## src/rtl/tspc_pkg.sv

```systemverilog
`default_nettype none

package tspc_pkg;

	localparam int SCREEN_WIDTH  = 256;
	localparam int SCREEN_HEIGHT = 240;

	localparam int FS_DEPTH = SCREEN_WIDTH * SCREEN_HEIGHT;
	localparam int FS_AW    = $clog2(FS_DEPTH);

	// Signed horizontal position: room for column - 8 and for the screen width.
	localparam int XW = 12;

	localparam int PAL_DEPTH = 32;
	localparam int PAL_AW    = $clog2(PAL_DEPTH);

	typedef enum logic [1:0] {
		OP_PAL  = 2'd0,
		OP_BG   = 2'd1,
		OP_SPR  = 2'd2,
		OP_READ = 2'd3
	} op_t;

	typedef struct packed {
		logic              onscreen;
		logic              last;
		logic              is_read;
		logic              is_spr;
		logic              zero;
		logic              behind;
		logic [1:0]        value;
		logic [PAL_AW-1:0] pidx;
		logic [7:0]        line;
		logic [7:0]        col;
		logic [FS_AW-1:0]  addr;
	} pix_t;

	typedef struct packed {
		logic             en;
		logic [FS_AW-1:0] addr;
		logic [5:0]       data;
	} fs_wr_t;

endpackage

`default_nettype wire

```

## src/rtl/tspc_pixel_gen.sv

```systemverilog
`default_nettype none

module tspc_pixel_gen (
	input  wire                       clk,
	input  wire                       arst_n,
	input  wire                       load,
	input  wire tspc_pkg::op_t        op,
	input  wire [7:0]                 line,
	input  wire [8:0]                 column,
	input  wire [7:0]                 plane_high,
	input  wire [7:0]                 plane_low,
	input  wire [7:0]                 attribute,
	input  wire                       sprite_zero,
	input  wire                       s1_fire,
	output logic                      busy,
	output logic                      valid_s1,
	output tspc_pkg::pix_t            pix_s1,
	output logic                      rd_en,
	output logic [tspc_pkg::FS_AW-1:0] rd_addr
);
	import tspc_pkg::*;

	logic                 gen_q;
	logic                 read_q;
	logic                 spr_q;
	logic                 zero_q;
	logic                 behind_q;
	logic [1:0]           pal_q;
	logic [7:0]           line_q;
	logic signed [XW-1:0] x_q;
	logic [7:0]           hi_q;
	logic [7:0]           lo_q;
	logic [2:0]           cnt_q;
	logic [FS_AW-1:0]     row_base_q;

	logic       is_spr;
	logic       flip;
	logic [8:0] colm8;
	logic [1:0] quad;
	logic [1:0] pal_d;
	logic [7:0] hi_d;
	logic [7:0] lo_d;
	pix_t       cur;
	logic       adv;

	always_comb begin
		is_spr = (op == OP_SPR);
		flip   = is_spr && attribute[6];
		colm8  = column - 9'd8;
		quad   = {line[4], colm8[4]};
		case (quad)
			2'd0:    pal_d = attribute[1:0];
			2'd1:    pal_d = attribute[3:2];
			2'd2:    pal_d = attribute[5:4];
			default: pal_d = attribute[7:6];
		endcase
		if (is_spr) begin
			pal_d = attribute[1:0];
		end
		for (int b = 0; b < 8; b++) begin
			hi_d[b] = flip ? plane_high[7-b] : plane_high[b];
			lo_d[b] = flip ? plane_low[7-b]  : plane_low[b];
		end
	end

	always_comb begin
		cur.onscreen = (line_q < 8'(SCREEN_HEIGHT) || SCREEN_HEIGHT > 255)
			&& (x_q >= 0) && (x_q < $signed(XW'(SCREEN_WIDTH)));
		cur.last     = read_q || (cnt_q == 3'd7)
			|| (x_q == $signed(XW'(SCREEN_WIDTH - 1)));
		cur.is_read  = read_q;
		cur.is_spr   = spr_q;
		cur.zero     = zero_q;
		cur.behind   = behind_q;
		cur.value    = {hi_q[7], lo_q[7]};
		cur.pidx     = {spr_q, pal_q, hi_q[7], lo_q[7]};
		cur.line     = line_q;
		cur.col      = x_q[7:0];
		cur.addr     = row_base_q + FS_AW'($unsigned(x_q));
	end

	assign adv     = gen_q && (!valid_s1 || s1_fire);
	assign rd_en   = adv && cur.onscreen;
	assign rd_addr = cur.addr;
	assign busy    = gen_q || valid_s1;

	always_ff @(posedge clk or negedge arst_n) begin
		if (!arst_n) begin
			gen_q    <= 1'b0;
			valid_s1 <= 1'b0;
		end else begin
			if (load) begin
				gen_q <= 1'b1;
			end else if (adv && cur.last) begin
				gen_q <= 1'b0;
			end
			if (adv) begin
				valid_s1 <= 1'b1;
			end else if (s1_fire) begin
				valid_s1 <= 1'b0;
			end
		end
	end

	always_ff @(posedge clk) begin
		if (load) begin
			read_q     <= (op == OP_READ);
			spr_q      <= is_spr;
			zero_q     <= sprite_zero;
			behind_q   <= attribute[5];
			pal_q      <= pal_d;
			line_q     <= line;
			x_q        <= (op == OP_READ) ? $signed(XW'(column))
				: $signed(XW'(column)) - $signed(XW'(8));
			hi_q       <= hi_d;
			lo_q       <= lo_d;
			cnt_q      <= '0;
			row_base_q <= FS_AW'(line * SCREEN_WIDTH);
		end else if (adv) begin
			hi_q  <= {hi_q[6:0], 1'b0};
			lo_q  <= {lo_q[6:0], 1'b0};
			cnt_q <= cnt_q + 3'd1;
			x_q   <= x_q + $signed(XW'(1));
		end
		if (adv) begin
			pix_s1 <= cur;
		end
	end

endmodule

`default_nettype wire

```

## config.mk

```make
export PLATFORM = sky130hd
export DESIGN_NAME = tspc_pixel_gen
export DESIGN_NICKNAME = d
export VERILOG_FILES = /design/src/rtl/tspc_pkg.sv /design/src/rtl/tspc_pixel_gen.sv
export SDC_FILE = /design/constraint.sdc
export NUM_CORES = 1
export LEC_CHECK = 0
export ABC_AREA = 1
export BUFFER_PORTS_ARGS = -buffer_cell sky130_fd_sc_hd__clkbuf_2
export CAP_MARGIN = 20
export CORE_ASPECT_RATIO = 1.25
export CORE_MARGIN = 2
export CORE_UTILIZATION = 47
export DETAILED_ROUTE_END_ITERATION = 6
export PLACE_DENSITY_LB_ADDON = 0.25
export SYNTH_ARGS = -nofsm -noshare
export SYNTH_HDL_FRONTEND = slang
export SYNTH_SLANG_ARGS = --single-unit
```

## constraint.sdc

```tcl
create_clock -name clk -period 1.8 [get_ports clk]
set_input_delay 0.18 -clock clk [delete_from_list [all_inputs] [get_ports clk]]
set_output_delay 0.18 -clock clk [all_outputs]
set_load 0.005 [all_outputs]
```

==> results of run 1 <==
==> layout make-up <==
type                       count  area, sq um
sequential                    81         2390
timing repair buffer         143          836
clock inverter                 7         61.3
inverter                      28          108
tap                           97          121
multi-input combinational    220         1270
clock buffer                   9          124
fill                         698         3240
==> where the power goes <==
| group | internal [mW] | switching [mW] | total (mW) |
|---|---|---|---|
| sequential | 2.40 | 0.141 | 2.54 |
| clock | 0.527 | 0.728 | 1.25 |
| combinational | 0.501 | 0.542 | 1.04 |
==> metrics by stage <==
stage / util / setup WS [ns] / hold slack [ns] / area (sq um)
after floorplan: - / 0.0489 / -0.116 / 3910
after global placement: 0.544 / -0.0289 / -0.0334 / 4430
after detailed placement: 0.544 / -0.0694 / -0.0323 / 4430
after CTS: 0.591 / -0.321 / 0.000793 / 4810
after global routing: 0.602 / -0.346 / 0.00370 / 4910
final: 0.602 / -0.271 / 0.0119 / 4910
==> placed cells by master, fill, tap and decap left out, types with 3 or more instances in the layout <==
cell             n
nand2_4          3
xor2_1           3
nand4_1          3
o21ai_0         12
inv_1           23
buf_4           21
clkbuf_8         9
inv_2            4
buf_2            4
dlygate4sd3_1    8
ha_1             6
a21oi_1         25
a21oi_2          9
edfxtp_1        76
nand2_2          7
dfxtp_1          3
clkbuf_2       107
inv_6            3
nand2_1         63
nand3_1         31
nor2_1          34
==> worst paths after layout <==
path,slack (ns),startpoint,end
min in group asynchronous,0.13,arst_n,gen_q
hold reg to reg,0.43,spr_q,pix_s1[41]
setup reg to reg,0.04,x_q[8],pix_s1[14]
setup / recovery,-0.27,x_q[8],rd_addr[14]
hold / removal,0.01,line[3],row_base_q[11]
max in group asynchronous,1.58,arst_n,valid_s1
==> metal layers <==
layer	GRT usage	vias up	share of wire
met5	0	-	0
met4	0.0964	0	0.020
met3	0.0396	13	0.059
met2	0.300	94	0.51
met1	0.222	1339	0.41
li1	-	1461	-
==> worst reg2reg max path, delay by kind of cell, from the launching register on <==
family                     cells  cell delay (ns)
DFF                            1             0.38
xor gates and xnor gates       1             0.13
and+or+nand+nor                1             0.08
adders and majority gates      2             0.57
buffers and inverters          2             0.17
AOI/OAI and AO/OA              1             0.19
==> sequential cells by signal (all words and copies together), names as in the netlist <==
signal      count
valid_s1        1
hi_q            8
lo_q            8
behind_q        1
gen_q           1
pal_q           2
x_q            12
row_base_q      8
cnt_q           3
zero_q          1
spr_q           1
pix_s1         34
read_q          1
==> timing repair <==
action / in CTS / in global routing
endpoints found under the setup margin: 7 / 8
hold endpoints to repair: 9 / 0
gates resized for setup: 18 / 22
setup buffers: 7 / 8
gates cloned: 0 / 0
pin swaps: 10 / 12
hold buffers: 8 / 0
==> logic make-up (layout without fill, tap and decap cells) <==
logic type	Yosys count	after routing	synth area share
flops	81	81	0.612
xor+xnor	9	9	0.0202
fa+ha+maj	10	10	0.0340
compound gates	52	52	0.0759
simple gates	149	149	0.162
buf+inv	65	187	0.0955
==> flow_metrics.env, run 1 <==
export IMPL_fin_tns_setup_ns=-1.01
export IMPL_synth_seq_cells=81
export IMPL_syn_avg_cell_area_sq_um=10.7
export IMPL_ff2ff_path_depth=7
export IMPL_synth_top_cell_area_share=0.584
export IMPL_syn_area_sq_um=3910
export IMPL_synth_area_top_cells="edfxtp_1, nand2_1, buf_4"
export IMPL_p_leak_nw=2.17
export IMPL_gp_congestion=0.850
export IMPL_core_area_sq_um=8150
export IMPL_clock_path_buffers=2
export IMPL_grt_overflow=0
export IMPL_dieArea_sq_um=9060
export IMPL_vias_per_cell=4.97
export IMPL_post_drt_wl_per_cell_microns=13.7
export IMPL_drc=0
export IMPL_setup_viol=7
export IMPL_fmax_ghz=0.483
export IMPL_critPathBufInv=2
export IMPL_initial_utilization=0.479
export IMPL_numCtsBuffers=9
export IMPL_ys_warn_count=0
export IMPL_critical_path_class="flop to output port"
export IMPL_io_pins=112
export IMPL_relSlewSlack=0.703
export IMPL_grt_pass1_wl_mm=12.8
export IMPL_seq_area_frac_synth=0.612
export IMPL_areaGrowthSynthToFinish_pct=25.7
export IMPL_wirelength_mm=8.00
export IMPL_worstPathArrival_ns=1.89
export IMPL_fin_nets=541
export IMPL_cts_root_buf="clkbuf_8"
export IMPL_required_ns=1.62
export IMPL_synth_largest_area_cell="edfxtp_1"
export IMPL_cpLargestDelayFamily="adder cells"
export IMPL_cts_sink_count=81
export IMPL_min_path_type="input port to flop"
export IMPL_rows=37
export IMPL_syn_inst=366
export IMPL_startpoint_type="flop"
export IMPL_outcome="finished, violations left"
export IMPL_cts_tree="done"
export IMPL_worst_slew_pin_transition_ns=0.446
export IMPL_power_mw=4.84
export IMPL_grt_pass1_vias=2816
export IMPL_crit_path_cell_trace="ha_2 -> inv_2 -> fa_2 -> o21ai_4 -> nand2_2 -> xnor2_2 -> buf_2"
export IMPL_maxCapViolCount=0
export IMPL_min_period_ns=2.07
export IMPL_drtAntennaViolNets=0
export IMPL_holdPathStages=1
export IMPL_end_kind="output port"
export IMPL_layout_cells_non_filler=585
export IMPL_grt_max_degree=40
export IMPL_power_density_nw_per_um2=985
export IMPL_cts_htree_levels=3
export IMPL_cpPeakStageDelay_ns=0.38
export IMPL_rsz0062_at_grt="true"
export IMPL_clkTransAtPathRegs_ns=0.09
export IMPL_antenna_cells=0
export IMPL_port_buffers=111
export IMPL_drt_first_pass_iters=4
export IMPL_worstPathMaxFanout=2
export IMPL_synth_most_common_cell="edfxtp_1"
export IMPL_ir_drop_v=0.000673
export IMPL_dr_total_vias=2907
export IMPL_hold_violations=0
export IMPL_drive_gt1_frac=0.389
export IMPL_drv_slew=0
export IMPL_die_h_microns=106
export IMPL_die_width_microns=85.5
export IMPL_worst_slack_ns=-0.271
export IMPL_grt_total_usage=0.182
export IMPL_antenna_found_initial=0
export IMPL_synth_edf_count=76
export IMPL_dp_cells=551
export IMPL_yosys_most_used_dff="edfxtp_1"
export IMPL_dp_hpwl_mm=5.62
export IMPL_synth_common_cells="edfxtp_1, nand2_1, nor2_1, nand3_1, buf_4"
export IMPL_drtIter0Drc=163
export IMPL_critPathSlowestCell="edfxtp_1"
export IMPL_fin_worst_skew_ns=0.00920
export IMPL_synth_async_sr_flop_share=0.0247
export IMPL_worstSkewPairLatency_ns=0.36
export IMPL_synth_cell_type_count=27
export IMPL_failed_checks="negative setup slack"
export IMPL_min_period_over_period=1.15
export IMPL_path_depth=7
export IMPL_syn_nets=424
(Power assumes the default switching activity.)
==> inputs of run 2 (changes only) <==
==> constraint.sdc (replaced) <==
create_clock -name clk -period 1.8 [get_ports clk]
set_input_delay 0.45 -clock clk [delete_from_list [all_inputs] [get_ports clk]]
set_output_delay 0.45 -clock clk [all_outputs]
set_load 0.005 [all_outputs]
==> run 2 against run 1 <==
  * The flow still finishes with violations (negative setup slack)
  * Wire length down 0.11%
  * Total power grew 3.0%
  * Core utilization rose by 0.88 points
  * Hold slack improved by 0.26 ns
  * Critical path depth is the same
  * Register-to-register slack lost 0.19 ns
  * Clock-buffer cell count unchanged
  * Global-route usage down 0.46 points
  * Via count fell by 0.14%
  * Largest power group unchanged
==> flow_metrics.env, run 2 (same netlist as run 1, synthesis figures left out) <==
export IMPL_drtIter0Drc=171
export IMPL_final_common_cell="clkbuf_2"
export IMPL_drc=0
export IMPL_power_mw=4.98
export IMPL_io_pins=112
export IMPL_ir_drop_v=0.000798
export IMPL_grt_pass1_vias=2741
export IMPL_min_path_type="input port to flop"
export IMPL_clkTransAtPathRegs_ns=0.09
export IMPL_relSlewSlack=0.707
export IMPL_gp_congestion=0.826
export IMPL_regMostFlops="pix_s1"
export IMPL_cts_htree_levels=3
export IMPL_numCtsBuffers=9
export IMPL_port_buffers=111
export IMPL_min_period_over_period=1.29
export IMPL_rows=37
export IMPL_wirelength_mm=7.99
export IMPL_worstSkewPairLatency_ns=0.34
export IMPL_failed_checks="negative setup slack"
export IMPL_ff2ff_path_depth=12
export IMPL_post_drt_wl_per_cell_microns=13.6
export IMPL_fin_worst_skew_ns=0.00927
export IMPL_antenna_cells=0
export IMPL_place_area_sq_um=4500
export IMPL_die_width_microns=85.5
export IMPL_cts_sink_count=81
export IMPL_drive_gt1_frac=0.405
export IMPL_hold_violations=0
export IMPL_holdPathStages=1
export IMPL_critical_path_class="flop to output port"
export IMPL_required_ns=1.35
export IMPL_reg_top3="pix_s1: 34 flops, x_q: 12 flops"
export IMPL_dr_total_vias=2903
export IMPL_grt_pass1_wl_mm=12.6
export IMPL_post_place_ws_ns=-0.187
export IMPL_power_density_nw_per_um2=1000
export IMPL_die_h_microns=106
export IMPL_setup_viol=9
export IMPL_final_cell_mix="clkbuf_2, edfxtp_1, nand2_1"
export IMPL_end_kind="output port"
export IMPL_vias_per_cell=4.94
export IMPL_initial_utilization=0.479
export IMPL_min_period_ns=2.33
export IMPL_rsz0062_at_grt="true"
export IMPL_drtAntennaViolNets=0
export IMPL_fin_nets=544
export IMPL_worstPathMaxFanout=2
export IMPL_largest_register_ffs=34
export IMPL_dieArea_sq_um=9060
export IMPL_critPathBufInv=2
export IMPL_drt_first_pass_iters=4
export IMPL_grt_total_usage=0.177
export IMPL_critPathSlowestCell="edfxtp_1"
export IMPL_antenna_found_initial=0
export IMPL_worst_slack_ns=-0.530
export IMPL_clock_path_buffers=2
export IMPL_maxCapViolCount=0
export IMPL_p_leak_nw=2.21
export IMPL_cts_root_buf="clkbuf_8"
export IMPL_worstPathArrival_ns=1.88
export IMPL_drv_slew=0
export IMPL_cts_tree="done"
export IMPL_core_area_sq_um=8150
export IMPL_cpPeakStageDelay_ns=0.38
export IMPL_dp_hpwl_mm=5.54
export IMPL_startpoint_type="flop"
export IMPL_cpLargestDelayFamily="adder cells"
export IMPL_path_depth=7
export IMPL_crit_path_cell_trace="ha_2 -> inv_2 -> fa_2 -> o21ai_4 -> nand2_2 -> xnor2_2 -> clkbuf_2"
export IMPL_areaGrowthSynthToFinish_pct=27.5
export IMPL_outcome="finished, violations left"
export IMPL_fin_tns_setup_ns=-3.35
export IMPL_fmax_ghz=0.429
export IMPL_worst_slew_pin_transition_ns=0.439
export IMPL_grt_overflow=0
export IMPL_design_area_sq_um=4980
export IMPL_post_route_util=0.611
export IMPL_grt_max_degree=40
run 2: cell count changes in the layout (fill, tap and decap cells not counted), moves of 2 or more:
| cell | delta |
|---|---|
| buf_4 | +2 |
| buf_6 | +8 |
| clkinvlp_4 | +2 |
| dlygate4sd3_1 | -7 |
| nand2_2 | -2 |
run 2: worst paths after layout:
kind | start | slack (ns) | to
worst max-delay path | x_q[8] | -0.53 | rd_addr[14]
worst min-delay path | line[7] | 0.27 | row_base_q[15]
worst max register to register | x_q[10] | -0.15 | pix_s1[15]
worst min register to register | pal_q[0] | 0.42 | pix_s1[34]
max in group asynchronous | arst_n | 1.29 | valid_s1
min in group asynchronous | arst_n | 0.41 | gen_q
run 2: routing by layer:
layer / share of wire / GRT usage
met5: 0 / 0
met4: 0.0036 / 0.0635
met3: 0.053 / 0.0404
met2: 0.54 / 0.301
met1: 0.40 / 0.221
run 2: what timing repair did:
item	4_1_cts	5_1_grt
hold buffers	1	0
resized for setup	24	19
setup endpoints to repair	8	9
pin swaps	8	9
endpoints found under the hold margin	2	0
buffers inserted	11	8
run 2: where the power goes:
group	leakage (nW)	internal, mW	switching [mW]
Combinational	1.32	0.549	0.564
Sequential	0.804	2.40	0.132
Clock	0.0885	0.650	0.689
run 2: layout make-up:
class	count	area [sq um]
clock buffer	9	124
sequential	81	2390
timing repair buffer	146	886
tap	97	121
clock inverter	7	77.6
fill	691	3170
multi-input combinational	220	1270
inverter	28	110
run 2: stage by stage:
step | instances | hold WS [ns]
floorplan | 366 | 0.154
global placement | 555 | 0.237
detailed placement | 555 | 0.236
CTS | 582 | 0.251
global route | 588 | 0.246
finish | 588 | 0.273
