**src/rtl/tspc_pkg.sv**
```systemverilog
`default_nettype none

package tspc_pkg;

	localparam int SCREEN_WIDTH  = 256;
	localparam int SCREEN_HEIGHT = 240;

	localparam int FS_DEPTH = SCREEN_WIDTH * SCREEN_HEIGHT;
	localparam int FS_AW    = $clog2(FS_DEPTH);

	// Signed horizontal position: room for column - 8 and for the screen width.
	localparam int XW = 12;

	localparam int PAL_DEPTH = 32;
	localparam int PAL_AW    = $clog2(PAL_DEPTH);

	typedef enum logic [1:0] {
		OP_PAL  = 2'd0,
		OP_BG   = 2'd1,
		OP_SPR  = 2'd2,
		OP_READ = 2'd3
	} op_t;

	typedef struct packed {
		logic              onscreen;
		logic              last;
		logic              is_read;
		logic              is_spr;
		logic              zero;
		logic              behind;
		logic [1:0]        value;
		logic [PAL_AW-1:0] pidx;
		logic [7:0]        line;
		logic [7:0]        col;
		logic [FS_AW-1:0]  addr;
	} pix_t;

	typedef struct packed {
		logic             en;
		logic [FS_AW-1:0] addr;
		logic [5:0]       data;
	} fs_wr_t;

endpackage

`default_nettype wire

```
**src/rtl/tspc_pixel_eval.sv**
```systemverilog
`default_nettype none

module tspc_pixel_eval (
	input  wire                        clk,
	input  wire                        arst_n,
	input  wire                        pal_we,
	input  wire [tspc_pkg::PAL_AW-1:0] pal_slot,
	input  wire [5:0]                  pal_value,
	input  wire                        valid_s1,
	input  wire tspc_pkg::pix_t        pix_s1,
	input  wire [5:0]                  rd_data,
	output logic                       s1_fire,
	output tspc_pkg::fs_wr_t           fs_wr,
	output logic                       out_valid,
	input  wire                        out_ready,
	output logic [7:0]                 pixel_line,
	output logic [7:0]                 pixel_column,
	output logic [5:0]                 color_index,
	output logic                       drawn,
	output logic                       hit_flag,
	output logic [7:0]                 hit_line,
	output logic                       last
);
	import tspc_pkg::*;

	logic [5:0] pal_q [PAL_DEPTH];
	logic [7:0] hit_line_q;
	logic       out_valid_q;
	logic [7:0] line_q;
	logic [7:0] col_q;
	logic [5:0] color_q;
	logic       drawn_q;
	logic       hit_q;
	logic [7:0] hit_out_q;
	logic       last_q;

	logic       needs_out;
	logic       out_free;
	logic [5:0] color;
	logic       over_bg;
	logic       wr;
	logic       hit;
	logic [5:0] res_color;

	always_comb begin
		color     = pal_q[pix_s1.pidx];
		over_bg   = (rd_data != pal_q[0]);
		needs_out = pix_s1.onscreen || pix_s1.is_read;
		out_free  = !out_valid_q || out_ready;
		s1_fire   = valid_s1 && (!needs_out || out_free);
		wr        = 1'b0;
		hit       = 1'b0;
		if (pix_s1.onscreen && !pix_s1.is_read) begin
			if (!pix_s1.is_spr) begin
				wr = 1'b1;
			end else if (pix_s1.value != 2'd0) begin
				hit = pix_s1.zero && over_bg;
				wr  = !(over_bg && pix_s1.behind);
			end
		end
		if (wr) begin
			res_color = color;
		end else if (pix_s1.onscreen) begin
			res_color = rd_data;
		end else begin
			res_color = '0;
		end
		fs_wr.en   = s1_fire && wr;
		fs_wr.addr = pix_s1.addr;
		fs_wr.data = color;
	end

	always_ff @(posedge clk or negedge arst_n) begin
		if (!arst_n) begin
			for (int i = 0; i < PAL_DEPTH; i++) begin
				pal_q[i] <= '0;
			end
			hit_line_q  <= '0;
			out_valid_q <= 1'b0;
		end else begin
			if (pal_we) begin
				pal_q[pal_slot] <= pal_value;
			end
			if (s1_fire && hit) begin
				hit_line_q <= pix_s1.line;
			end
			if (s1_fire && needs_out) begin
				out_valid_q <= 1'b1;
			end else if (out_ready) begin
				out_valid_q <= 1'b0;
			end
		end
	end

	always_ff @(posedge clk) begin
		if (s1_fire && needs_out) begin
			line_q    <= pix_s1.line;
			col_q     <= pix_s1.col;
			color_q   <= res_color;
			drawn_q   <= wr;
			hit_q     <= hit;
			hit_out_q <= hit ? pix_s1.line : hit_line_q;
			last_q    <= pix_s1.last;
		end
	end

	assign out_valid    = out_valid_q;
	assign pixel_line   = line_q;
	assign pixel_column = col_q;
	assign color_index  = color_q;
	assign drawn        = drawn_q;
	assign hit_flag     = hit_q;
	assign hit_line     = hit_out_q;
	assign last         = last_q;

endmodule

`default_nettype wire

```
**config.mk**
```make
export PLATFORM = sky130hd
export DESIGN_NAME = tspc_pixel_eval
export DESIGN_NICKNAME = d
export VERILOG_FILES = /design/src/rtl/tspc_pkg.sv /design/src/rtl/tspc_pixel_eval.sv
export SDC_FILE = /design/constraint.sdc
export NUM_CORES = 1
export LEC_CHECK = 0
export BUFFER_PORTS_ARGS = -buffer_cell sky130_fd_sc_hd__buf_2
export CAP_MARGIN = 20
export CORE_MARGIN = 4
export CORE_UTILIZATION = 40
export CTS_CLUSTER_SIZE = 14
export DETAILED_ROUTE_END_ITERATION = 6
export GPL_TIMING_DRIVEN = 0
export SETUP_SLACK_MARGIN = 0.15
export SYNTH_ARGS = -nofsm -noshare
export SYNTH_HDL_FRONTEND = slang
export SYNTH_SLANG_ARGS = --single-unit
```
**constraint.sdc**
```tcl
create_clock -name clk -period 2.5 [get_ports clk]
set_clock_uncertainty 0.2 [all_clocks]
set_input_delay 0.25 -clock clk [delete_from_list [all_inputs] [get_ports clk]]
set_output_delay 0.25 -clock clk [all_outputs]
set_load 0.02 [all_outputs]
```
==> impl_metrics.tcl, run 1 <==
set metrics [dict create \
    crit_path_max_incr_delay_ns 0.38 \
    cp_slowest_cell "dfrtp_1" \
    met3_usage_pct 2.97 \
    max_slew_margin_pct 37.1 \
    p_comb_share_pct 18.3 \
    worstReg2RegStart "pal_q[191]" \
    crit_required_ns 2.05 \
    synth_seq_cells 234 \
    cts.root.buffer_cell "clkbuf_16" \
    gp_congestion 0.868 \
    rsz0062_at_grt "true" \
    synth_top_cell_by_area "dfrtp_1" \
    p_int_mw 7.68 \
    grt_pass1_wl_um 42900 \
    syn_avg_cell_area_um2 14.1 \
    syn_nets 836 \
    status "finished, final reports clean" \
    p_clk_share_pct 34.8 \
    track_usage_pct 18.2 \
    p_leak_nw 6.07 \
    clk_latency_ns 0.53 \
    met1_usage_pct 26.1 \
    grt.overflow.total 0 \
    first_pass_iters 4 \
    crit_chain "xor2_1 -> nor4_2 -> a21boi_1 -> o22a_1 -> buf_6 -> nor2_4 -> buf_6" \
    core_um2 26400 \
    crit_path_frequent_cell "buf_6" \
    grt_util_met2_pct 29.2 \
    setup_tns_ns 0 \
    drv_cap 0 \
    ir_drop_mv 0.475 \
    wirelength_um 27700 \
    die_x_um 173 \
    min_period_ns 2.48 \
    min_from "rd_data[1]" \
    power.switching_mw 2.77 \
    synthMuxAreaShare_pct 31.4 \
    tritoncts "yes" \
    holdWs_ns 0.0161 \
    path_class "reg -> out" \
    vias 6861 \
    fin_crit_sh_pct 99.4 \
    synth_compound_area_share_pct 4.82 \
    clockBufferDepth 3 \
    start_util_pct 41.1 \
    p_sw_share_pct 26.5 \
    tightest_slew_ns 0.942 \
    grt_pass1_vias 7140 \
    synthSimpleGateAreaFrac_pct 4.24 \
    post-route-util_pct 50.6 \
    fmax_mhz 403 \
    setup_violations 0 \
    numCtsBuffers 26 \
    final_nets 1008 \
    synthArstFlopShare_pct 85.9 \
    crit_arrival_ns 2.03 \
    top_usage_layer "met2" \
    power.share.sequential_pct 46.9 \
    dieArea_um2 29800 \
    maxSlewViolCount 0 \
    antenna_found_initial 0 \
    p_per_area_nw_per_um2 783 \
    hold_class "in -> reg" \
    area_growth_syn_to_layout_pct 23.0 \
    drc 0 \
    dpl_cell_area_um2 11800 \
    cts_max_level 1 \
    grt_max_degree 119 \
    drtAntennaViolNets 0 \
    ys.flop_type "dfrtp_1" \
    synthXorXnorAreaFrac_pct 0.485 \
    synth_fa_ha_area_share_pct 0 \
    clock-sinks 234 \
    synth_edf_count 33 \
    worstSetupEndpointType "output pin" \
    hpwlAfterDp_um 18900 \
    viasPerCell 5.30 \
    synth_cells 769 \
    synth_common_cells "mux2_2 (202), dfrtp_1 (201), mux2i_1 (96)" \
    synth_area_leaders "dfrtp_1 (46%), mux2_2 (21%), edfxtp_1 (9.1%)" \
    diodes 0 \
    yosys.area.top_type_share_pct 46.4 \
    ys_seq_area_share_pct 55.5 \
    synth-warning-count 0 \
    hold_viol 0 \
    drive_above_1_share_pct 48.9 \
    synth_most_common_cell "mux2_2" \
    synth_area_um2 10800 \
    fp-row-count 59 \
    crit_path_max_fanout 2 \
    die_h_um 173 \
    drt_iter0_markers 438 \
    io_pins 125 \
    finalInstanceArea_um2 13300 \
    wl_per_cell_um 21.4 \
    crit_start "pal_q[191]" \
    clk_pin_slew_ns 0.06 \
    start_kind "register" \
    synth_top_family_by_area "multiplexers" \
    portBuffers 107 \
    ys_types 38 \
]
power by group through the flow:
stage                     registers, mW  logic (mW)  clock network (mW)
final                              4.90        1.91                3.64
after global routing               4.97        2.07                3.88
after CTS                          4.88        1.88                3.72
after detailed placement           4.95        1.72                   0
after global placement             4.93        1.69                   0
after floorplan                    4.92        1.17                   0
final timing paths:
| path | slack [ns] | endpoint | cells after the start |
|---|---|---|---|
| min | 0.02 | color_index[1] | 3 |
| max in group asynchronous | 0.94 | pal_q[79] | 3 |
| min in group asynchronous | 0.22 | pal_q[104] | 2 |
| max reg2reg | 0.27 | color_index[2] | 7 |
| max | 0.02 | fs_wr[22] | 7 |
| min reg2reg | 0.30 | pal_q[183] | 1 |
final cells by class:
class | count | area, um2
clock buffers | 34 | 722
fillers | 2277 | 13000
flip-flops and latches | 234 | 6020
clock inverters | 12 | 81.3
inverters | 3 | 11.3
well taps | 335 | 419
multi-input cells | 472 | 4730
plain buffers | 60 | 408
repair buffers | 144 | 942
registers in the layout (all words and copies together), names as in the netlist:
signal / count
pal_q: 192
hit_line: 8
hit_line_q: 8
pixel_column: 8
pixel_line: 8
color_index: 6
drawn: 1
hit_flag: 1
last: 1
out_valid: 1
through the flow:
stage          cells  total power [mW]  worst slack (ns)
2_1_floorplan    769              6.09             0.312
6_report        1294              10.4            0.0162
3_5_place_dp    1212              6.68            -0.255
5_1_grt         1294              10.9            -0.118
4_1_cts         1294              10.5          -0.00166
3_3_place_gp    1211              6.62             -2.59
layout by cell type (no fill, tap or decap), types with 5 or more instances in the layout:
master and instances:
a21oi_2 16, a22oi_1 18, dlygate4sd3_1 31, clkbuf_2 5
clkbuf_1 23, clkinv_2 8, buf_4 37, dfrtp_1 201
nand2_1 19, mux2i_1 91, nor4_4 6, a21oi_1 8
and2_1 7, buf_6 10, clkbuf_16 27, a22oi_2 30
mux2i_2 5, edfxtp_1 33, buf_2 99, xor2_1 6
mux2_2 202, nor2_1 19, mux2_4 9
critical path, delay by kind of cell (launching register included):
family / cells / cell delay, ns
buf+inv: 2 / 0.25
simple gates: 2 / 0.42
xor+xnor: 1 / 0.15
flops: 1 / 0.38
compound gates: 2 / 0.30
per-layer routing:
layer | up-vias | part of all wire, %
met5 | - | 0
met4 | 0 | 2.2
met3 | 39 | 4.6
met2 | 184 | 46
met1 | 3491 | 47
li1 | 3147 | -
cell families after synthesis:
kind of cell	count (synthesis)
compound gates	78
xor+xnor	6
buf+inv	63
flops	234
mux	310
simple gates	78
what timing repair did:
| action | in CTS | in global routing |
|---|---|---|
| pin swaps | 24 | 22 |
| resized for setup | 58 | 29 |
| hold endpoints to repair | 168 | 0 |
| buffers inserted | 5 | 0 |
| hold buffers | 31 | 0 |
| setup endpoints to repair | 7 | 11 |
No activity file was read; power rests on OpenSTA's default activity.
==> run 2: changes to the inputs <==
--- a/config.mk
+++ b/config.mk
@@ -5,6 +5,7 @@
 export SDC_FILE = /design/constraint.sdc
 export NUM_CORES = 1
 export LEC_CHECK = 0
+export ABC_AREA = 1
 export BUFFER_PORTS_ARGS = -buffer_cell sky130_fd_sc_hd__buf_2
 export CAP_MARGIN = 20
 export CORE_MARGIN = 4
==> impl_metrics.tcl, run 2 <==
set metrics [dict create \
    numCtsBuffers 27 \
    crit_path_max_fanout 3 \
    core_um2 27300 \
    power.switching_mw 3.05 \
    grt_max_degree 115 \
    hpwlAfterDp_um 22900 \
    path_class "reg -> out" \
    top_register "pal_q" \
    synth_most_common_cell "nand2_1" \
    p_leak_nw 6.55 \
    start_util_pct 41.1 \
    cp_slowest_cell "dfrtp_1" \
    dp_worst_setup_slack_ns -0.0381 \
    synth_seq_cells 234 \
    fin_ws_ns 0.220 \
    start_kind "register" \
    clock-sinks 234 \
    gp_congestion 0.900 \
    dr_wl_met2_um 14400 \
    top_layer "met4" \
    p_int_mw 7.73 \
    ys_types 25 \
    tritoncts "yes" \
    crit_path_frequent_cell "nor2_1" \
    synth_common_cells "nand2_1 (540), dfrtp_1 (201), nand3_1 (146)" \
    area_growth_syn_to_layout_pct 22.9 \
    portBuffers 105 \
    final_cell_mix "nand2_1 (534), dfrtp_1 (201), nand3_1 (137)" \
    synth_edf_count 33 \
    clk_pin_slew_ns 0.06 \
    crit_path_max_incr_delay_ns 0.39 \
    worstSetupEndpointType "output pin" \
    synth_top_cell_by_area "dfrtp_1" \
    wirelength_um 32800 \
    p_sw_share_pct 28.3 \
    fin_crit_sh_pct 91.2 \
    drtAntennaViolNets 0 \
    crit_family "simple AND/OR/NAND/NOR gates" \
    diodes 0 \
    power.share.sequential_pct 45.4 \
    p_per_area_nw_per_um2 784 \
    syn_avg_cell_area_um2 8.46 \
    drv_cap 0 \
    largest_reg_flops 192 \
    fp-row-count 60 \
    p_comb_share_pct 17.6 \
    fin_cells 1904 \
    fmax_mhz 439 \
    die_x_um 175 \
    grt_pass1_vias 8925 \
    tightest_slew_ns 1.17 \
    synth_cells 1324 \
    hold_viol 0 \
    synth_area_um2 11200 \
    crit_required_ns 2.05 \
    dieArea_um2 30700 \
    ir_drop_mv 0.564 \
    vias 9604 \
    status "finished, final reports clean" \
    track_usage_pct 21.0 \
    hold_class "in -> reg" \
    final_common_cell "nand2_1" \
    placed_cells 1804 \
    final_nets 1579 \
    synth-warning-count 0 \
    p_clk_share_pct 37.0 \
    syn_nets 1391 \
    drc 0 \
    drive_above_1_share_pct 22.4 \
    drt_iter0_markers 791 \
    io_pins 125 \
    ys.flop_type "dfrtp_1" \
    maxSlewViolCount 0 \
    crit_chain "nor2_1 -> nor2_1 -> nor2_1 -> nand3_1 -> nand2_1 -> nand2_1 -> nand2_1 -> nand2_2 -> nor2_1 -> buf_4" \
    grt_pass1_wl_um 50800 \
    yosys.area.top_type_share_pct 44.9 \
    synth_area_leaders "dfrtp_1 (45%), nand2_1 (18%), edfxtp_1 (8.9%)" \
    ys_seq_area_share_pct 53.8 \
    cts_max_level 1 \
    rsz0062_at_grt "true" \
    finalPower_mw 10.8 \
    crit_arrival_ns 1.83 \
    wl_met1_um 15100 \
    antenna_found_initial 0 \
    synthArstFlopShare_pct 85.9 \
    viasPerCell 5.04 \
    min_period_ns 2.28 \
    wl_per_cell_um 17.2 \
    clockBufferDepth 3 \
    path_buf_inv 1 \
    setup_violations 0 \
    clk_latency_ns 0.54 \
    max_slew_margin_pct 21.5 \
    first_pass_iters 5 \
    grt.overflow.total 0 \
    cts.root.buffer_cell "clkbuf_16" \
    die_h_um 175 \
    wl_met3_um 2440 \
]
==> run 2: power groups by stage <==
stage | clock, mW | combinational, mW | sequential (mW)
4_1_cts | 4.07 | 1.86 | 4.89
3_3_place_gp | 0 | 1.73 | 4.94
3_5_place_dp | 0 | 1.79 | 4.95
2_1_floorplan | 0 | 1.20 | 4.91
5_1_grt | 4.22 | 2.15 | 4.97
6_report | 3.99 | 1.90 | 4.90
==> run 2: cell families after synthesis <==
logic type | after synthesis | share of synthesized area (%)
flops | 234 | 53.8
simple gates | 726 | 27.0
buf+inv | 152 | 7.55
compound gates | 212 | 11.7
==> run 2: final cells by class <==
type / instances / area (um2)
fillers: 2615 / 13500
flip-flops and latches: 234 / 6020
multi-input cells: 938 / 4400
repair buffers: 159 / 1110
clock buffers: 42 / 812
plain buffers: 107 / 683
well taps: 372 / 465
inverters: 45 / 176
clock inverters: 7 / 95.1
==> run 2: path summary, 6_finish.rpt <==
check | start | to | slack, ns | depth (start not counted)
max in group asynchronous | arst_n | pal_q[111] | 0.99 | 3
max reg2reg | pal_q[188] | hit_line[0] | 0.39 | 10
max | pal_q[188] | fs_wr[22] | 0.22 | 10
min in group asynchronous | arst_n | pal_q[27] | 0.11 | 2
min | pal_slot[0] | pal_q[42] | 0.03 | 5
min reg2reg | pal_q[13] | pal_q[13] | 0.28 | 2
==> run 2: metrics by stage <==
step                hold slack [ns]  util, %  cell area (um2)  setup TNS, ns
floorplan                    -0.246        -            11200              0
global placement              0.229     44.7            12200        -510.85
detailed placement            0.112     45.0            12300        -0.0704
CTS                         0.00571     50.0            13600              0
global route                 0.0479     50.5            13800              0
finish                       0.0268     50.5            13800              0
==> run 2: routing by layer <==
layer	vias up	global-route usage, %
li1	4689	-
met1	4541	30.4
met2	326	32.9
met3	48	3.85
met4	0	5.14
met5	-	0
==> run 2: repair_timing <==
item | in CTS | in global routing
gates resized for setup | 4 | 31
setup endpoints to repair | 7 | 34
pin swaps | 3 | 3
buffers inserted | 6 | 3
hold buffers | 41 | 0
hold endpoints to repair | 144 | 0
==> run 2: tightest hold or removal path: stages <==
cell and delay, ns:
buf_2 0.11, nor3b_2 0.12, nand2_1 0.13, nand2_1 0.07
o21ai_2 0.05
==> run 3: changes to the inputs <==
==> constraint.sdc (replaced) <==
create_clock -name clk -period 2.5 [get_ports clk]
set_clock_uncertainty 0.2 [all_clocks]
set_input_delay 0.375 -clock clk [delete_from_list [all_inputs] [get_ports clk]]
set_output_delay 0.375 -clock clk [all_outputs]
set_load 0.02 [all_outputs]
==> impl_metrics.tcl, run 3 (synthesis results as in run 2) <==
set metrics [dict create \
    die_h_um 175 \
    fin_cells 1895 \
    core_um2 27300 \
    crit_required_ns 1.92 \
    drtAntennaViolNets 0 \
    worstSetupEndpointType "output pin" \
    final_cell_mix "nand2_1 (512), dfrtp_1 (201), buf_2 (123)" \
    cts_max_level 1 \
    io_pins 125 \
    die_x_um 175 \
    dieArea_um2 30700 \
    portBuffers 105 \
    viasPerCell 5.08 \
    ff2ff_path_depth 11 \
    clockBufferDepth 3 \
    largest_reg_flops 192 \
    drc 0 \
    clock-sinks 234 \
    hold_class "in -> reg" \
    drive_above_1_share_pct 26.4 \
    hpwlAfterDp_um 22900 \
    diodes 0 \
    rsz0062_at_grt "true" \
    gp_congestion 0.900 \
    ir_drop_mv 0.567 \
    hold_viol 0 \
    final_common_cell "nand2_1" \
    min_period_ns 2.40 \
    maxSlewViolCount 0 \
    min_from "pal_value[5]" \
    crit_arrival_ns 1.82 \
    area_growth_syn_to_layout_pct 25.0 \
    path_depth 10 \
    first_pass_iters 5 \
    antenna_found_initial 0 \
    hold_end "pal_q[5]" \
    grt_pass1_wl_um 50400 \
    drt_iter0_markers 801 \
    worstReg2RegStart "pal_q[188]" \
    numCtsBuffers 27 \
    grt_max_degree 115 \
    max_slew_margin_pct 18.0 \
    track_usage_pct 20.8 \
    wl_per_cell_um 17.4 \
    p_per_area_nw_per_um2 781 \
    crit_path_max_fanout 3 \
    timing.rr.end "hit_line[0]" \
    fin_crit_sh_pct 96.0 \
    top_register "pal_q" \
    drv_cap 0 \
    tightest_slew_ns 1.23 \
    grt_pass1_vias 8858 \
    status "finished, final reports clean" \
    holdWs_ns 0.00746 \
    path_class "reg -> out" \
    setup_violations 0 \
    wirelength_um 33000 \
    placed_cells 1804 \
    crit_chain "nor2_1 -> nor2_1 -> nor2_1 -> nand3_2 -> nand2_2 -> nand2_2 -> nand2_2 -> nand2_2 -> nor2_1 -> buf_4" \
    grt.overflow.total 0 \
    vias 9625 \
    tritoncts "yes" \
    start_util_pct 41.1 \
    path_buf_inv 1 \
    fmax_mhz 417 \
    reg2reg_setup_slack_ns 0.29 \
    cp_slowest_cell "dfrtp_1" \
    p_leak_nw 6.65 \
    crit_family "simple AND/OR/NAND/NOR gates" \
    hold_depth 3 \
    final_nets 1570 \
    clk_latency_ns 0.54 \
    cts.root.buffer_cell "clkbuf_16" \
    fp-row-count 60 \
    clk_pin_slew_ns 0.06 \
    start_kind "register" \
    crit_path_max_incr_delay_ns 0.40 \
]
## run 3: worst max-delay path by stage
| stage | startpoint | to | slack [ns] |
|---|---|---|---|
| finish | pal_q[188] | fs_wr[22] | 0.10 |
| global route | pal_q[187] | fs_wr[22] | -0.04 |
| CTS | pal_q[189] | fs_wr[22] | 0.1 |
| detailed placement | pix_s1[34] | fs_wr[2] | -0.29 |
| global placement | arst_n | hit_line_q[1] | -2.69 |
| floorplan | pix_s1[44] | color_index[0] | 0.22 |
## run 3: power by group
part	leakage (nW)	internal, mW	switching (mW)
logic	3.29	0.828	1.19
clock network	0.443	2.43	1.57
registers	2.91	4.54	0.359
## run 3: per-layer routing
layer	part of all wire (%)	wire (um)	track usage (%)	vias to the layer above
li1	-	-	-	4668
met1	47	15300	30.1	4587
met2	44	14600	32.6	327
met3	7.0	2330	3.90	43
met4	2.1	696	5.14	0
met5	0	0	0	-
## run 3: metrics by stage
step | TNS (ns) | power (mW) | area [um2] | util [%] | setup WS (ns)
global placement | -537.39 | 6.67 | 12200 | 44.7 | -2.69
finish | 0 | 10.9 | 14000 | 51.3 | 0.101
floorplan | 0 | 6.12 | 11200 | - | 0.219
detailed placement | -1.52 | 6.74 | 12300 | 45.0 | -0.288
global route | -0.0420 | 11.5 | 14000 | 51.3 | -0.0372
CTS | 0 | 10.8 | 13600 | 49.8 | 0.0951
## run 3: layout make-up
class / instances / area (um2)
fill: 2588 / 13300
clock inverter: 7 / 95.1
timing repair buffer: 150 / 1040
clock buffer: 42 / 812
buffer: 107 / 777
inverter: 45 / 185
tap: 372 / 465
multi-input combinational: 938 / 4590
sequential: 234 / 6020
## run 3: tightest hold or removal path: cells and delay by family
family | cells | cell delay, ns
AOI/OAI and AO/OA | 1 | 0.15
buffers and inverters | 2 | 0.18
## run 3: what timing repair did
item,in CTS,in global routing
buffers inserted,7,11
resized for setup,46,78
endpoints found under the hold margin,117,0
hold buffers,22,0
pin swaps,8,28
endpoints found under the setup margin,7,23
cloned,0,1
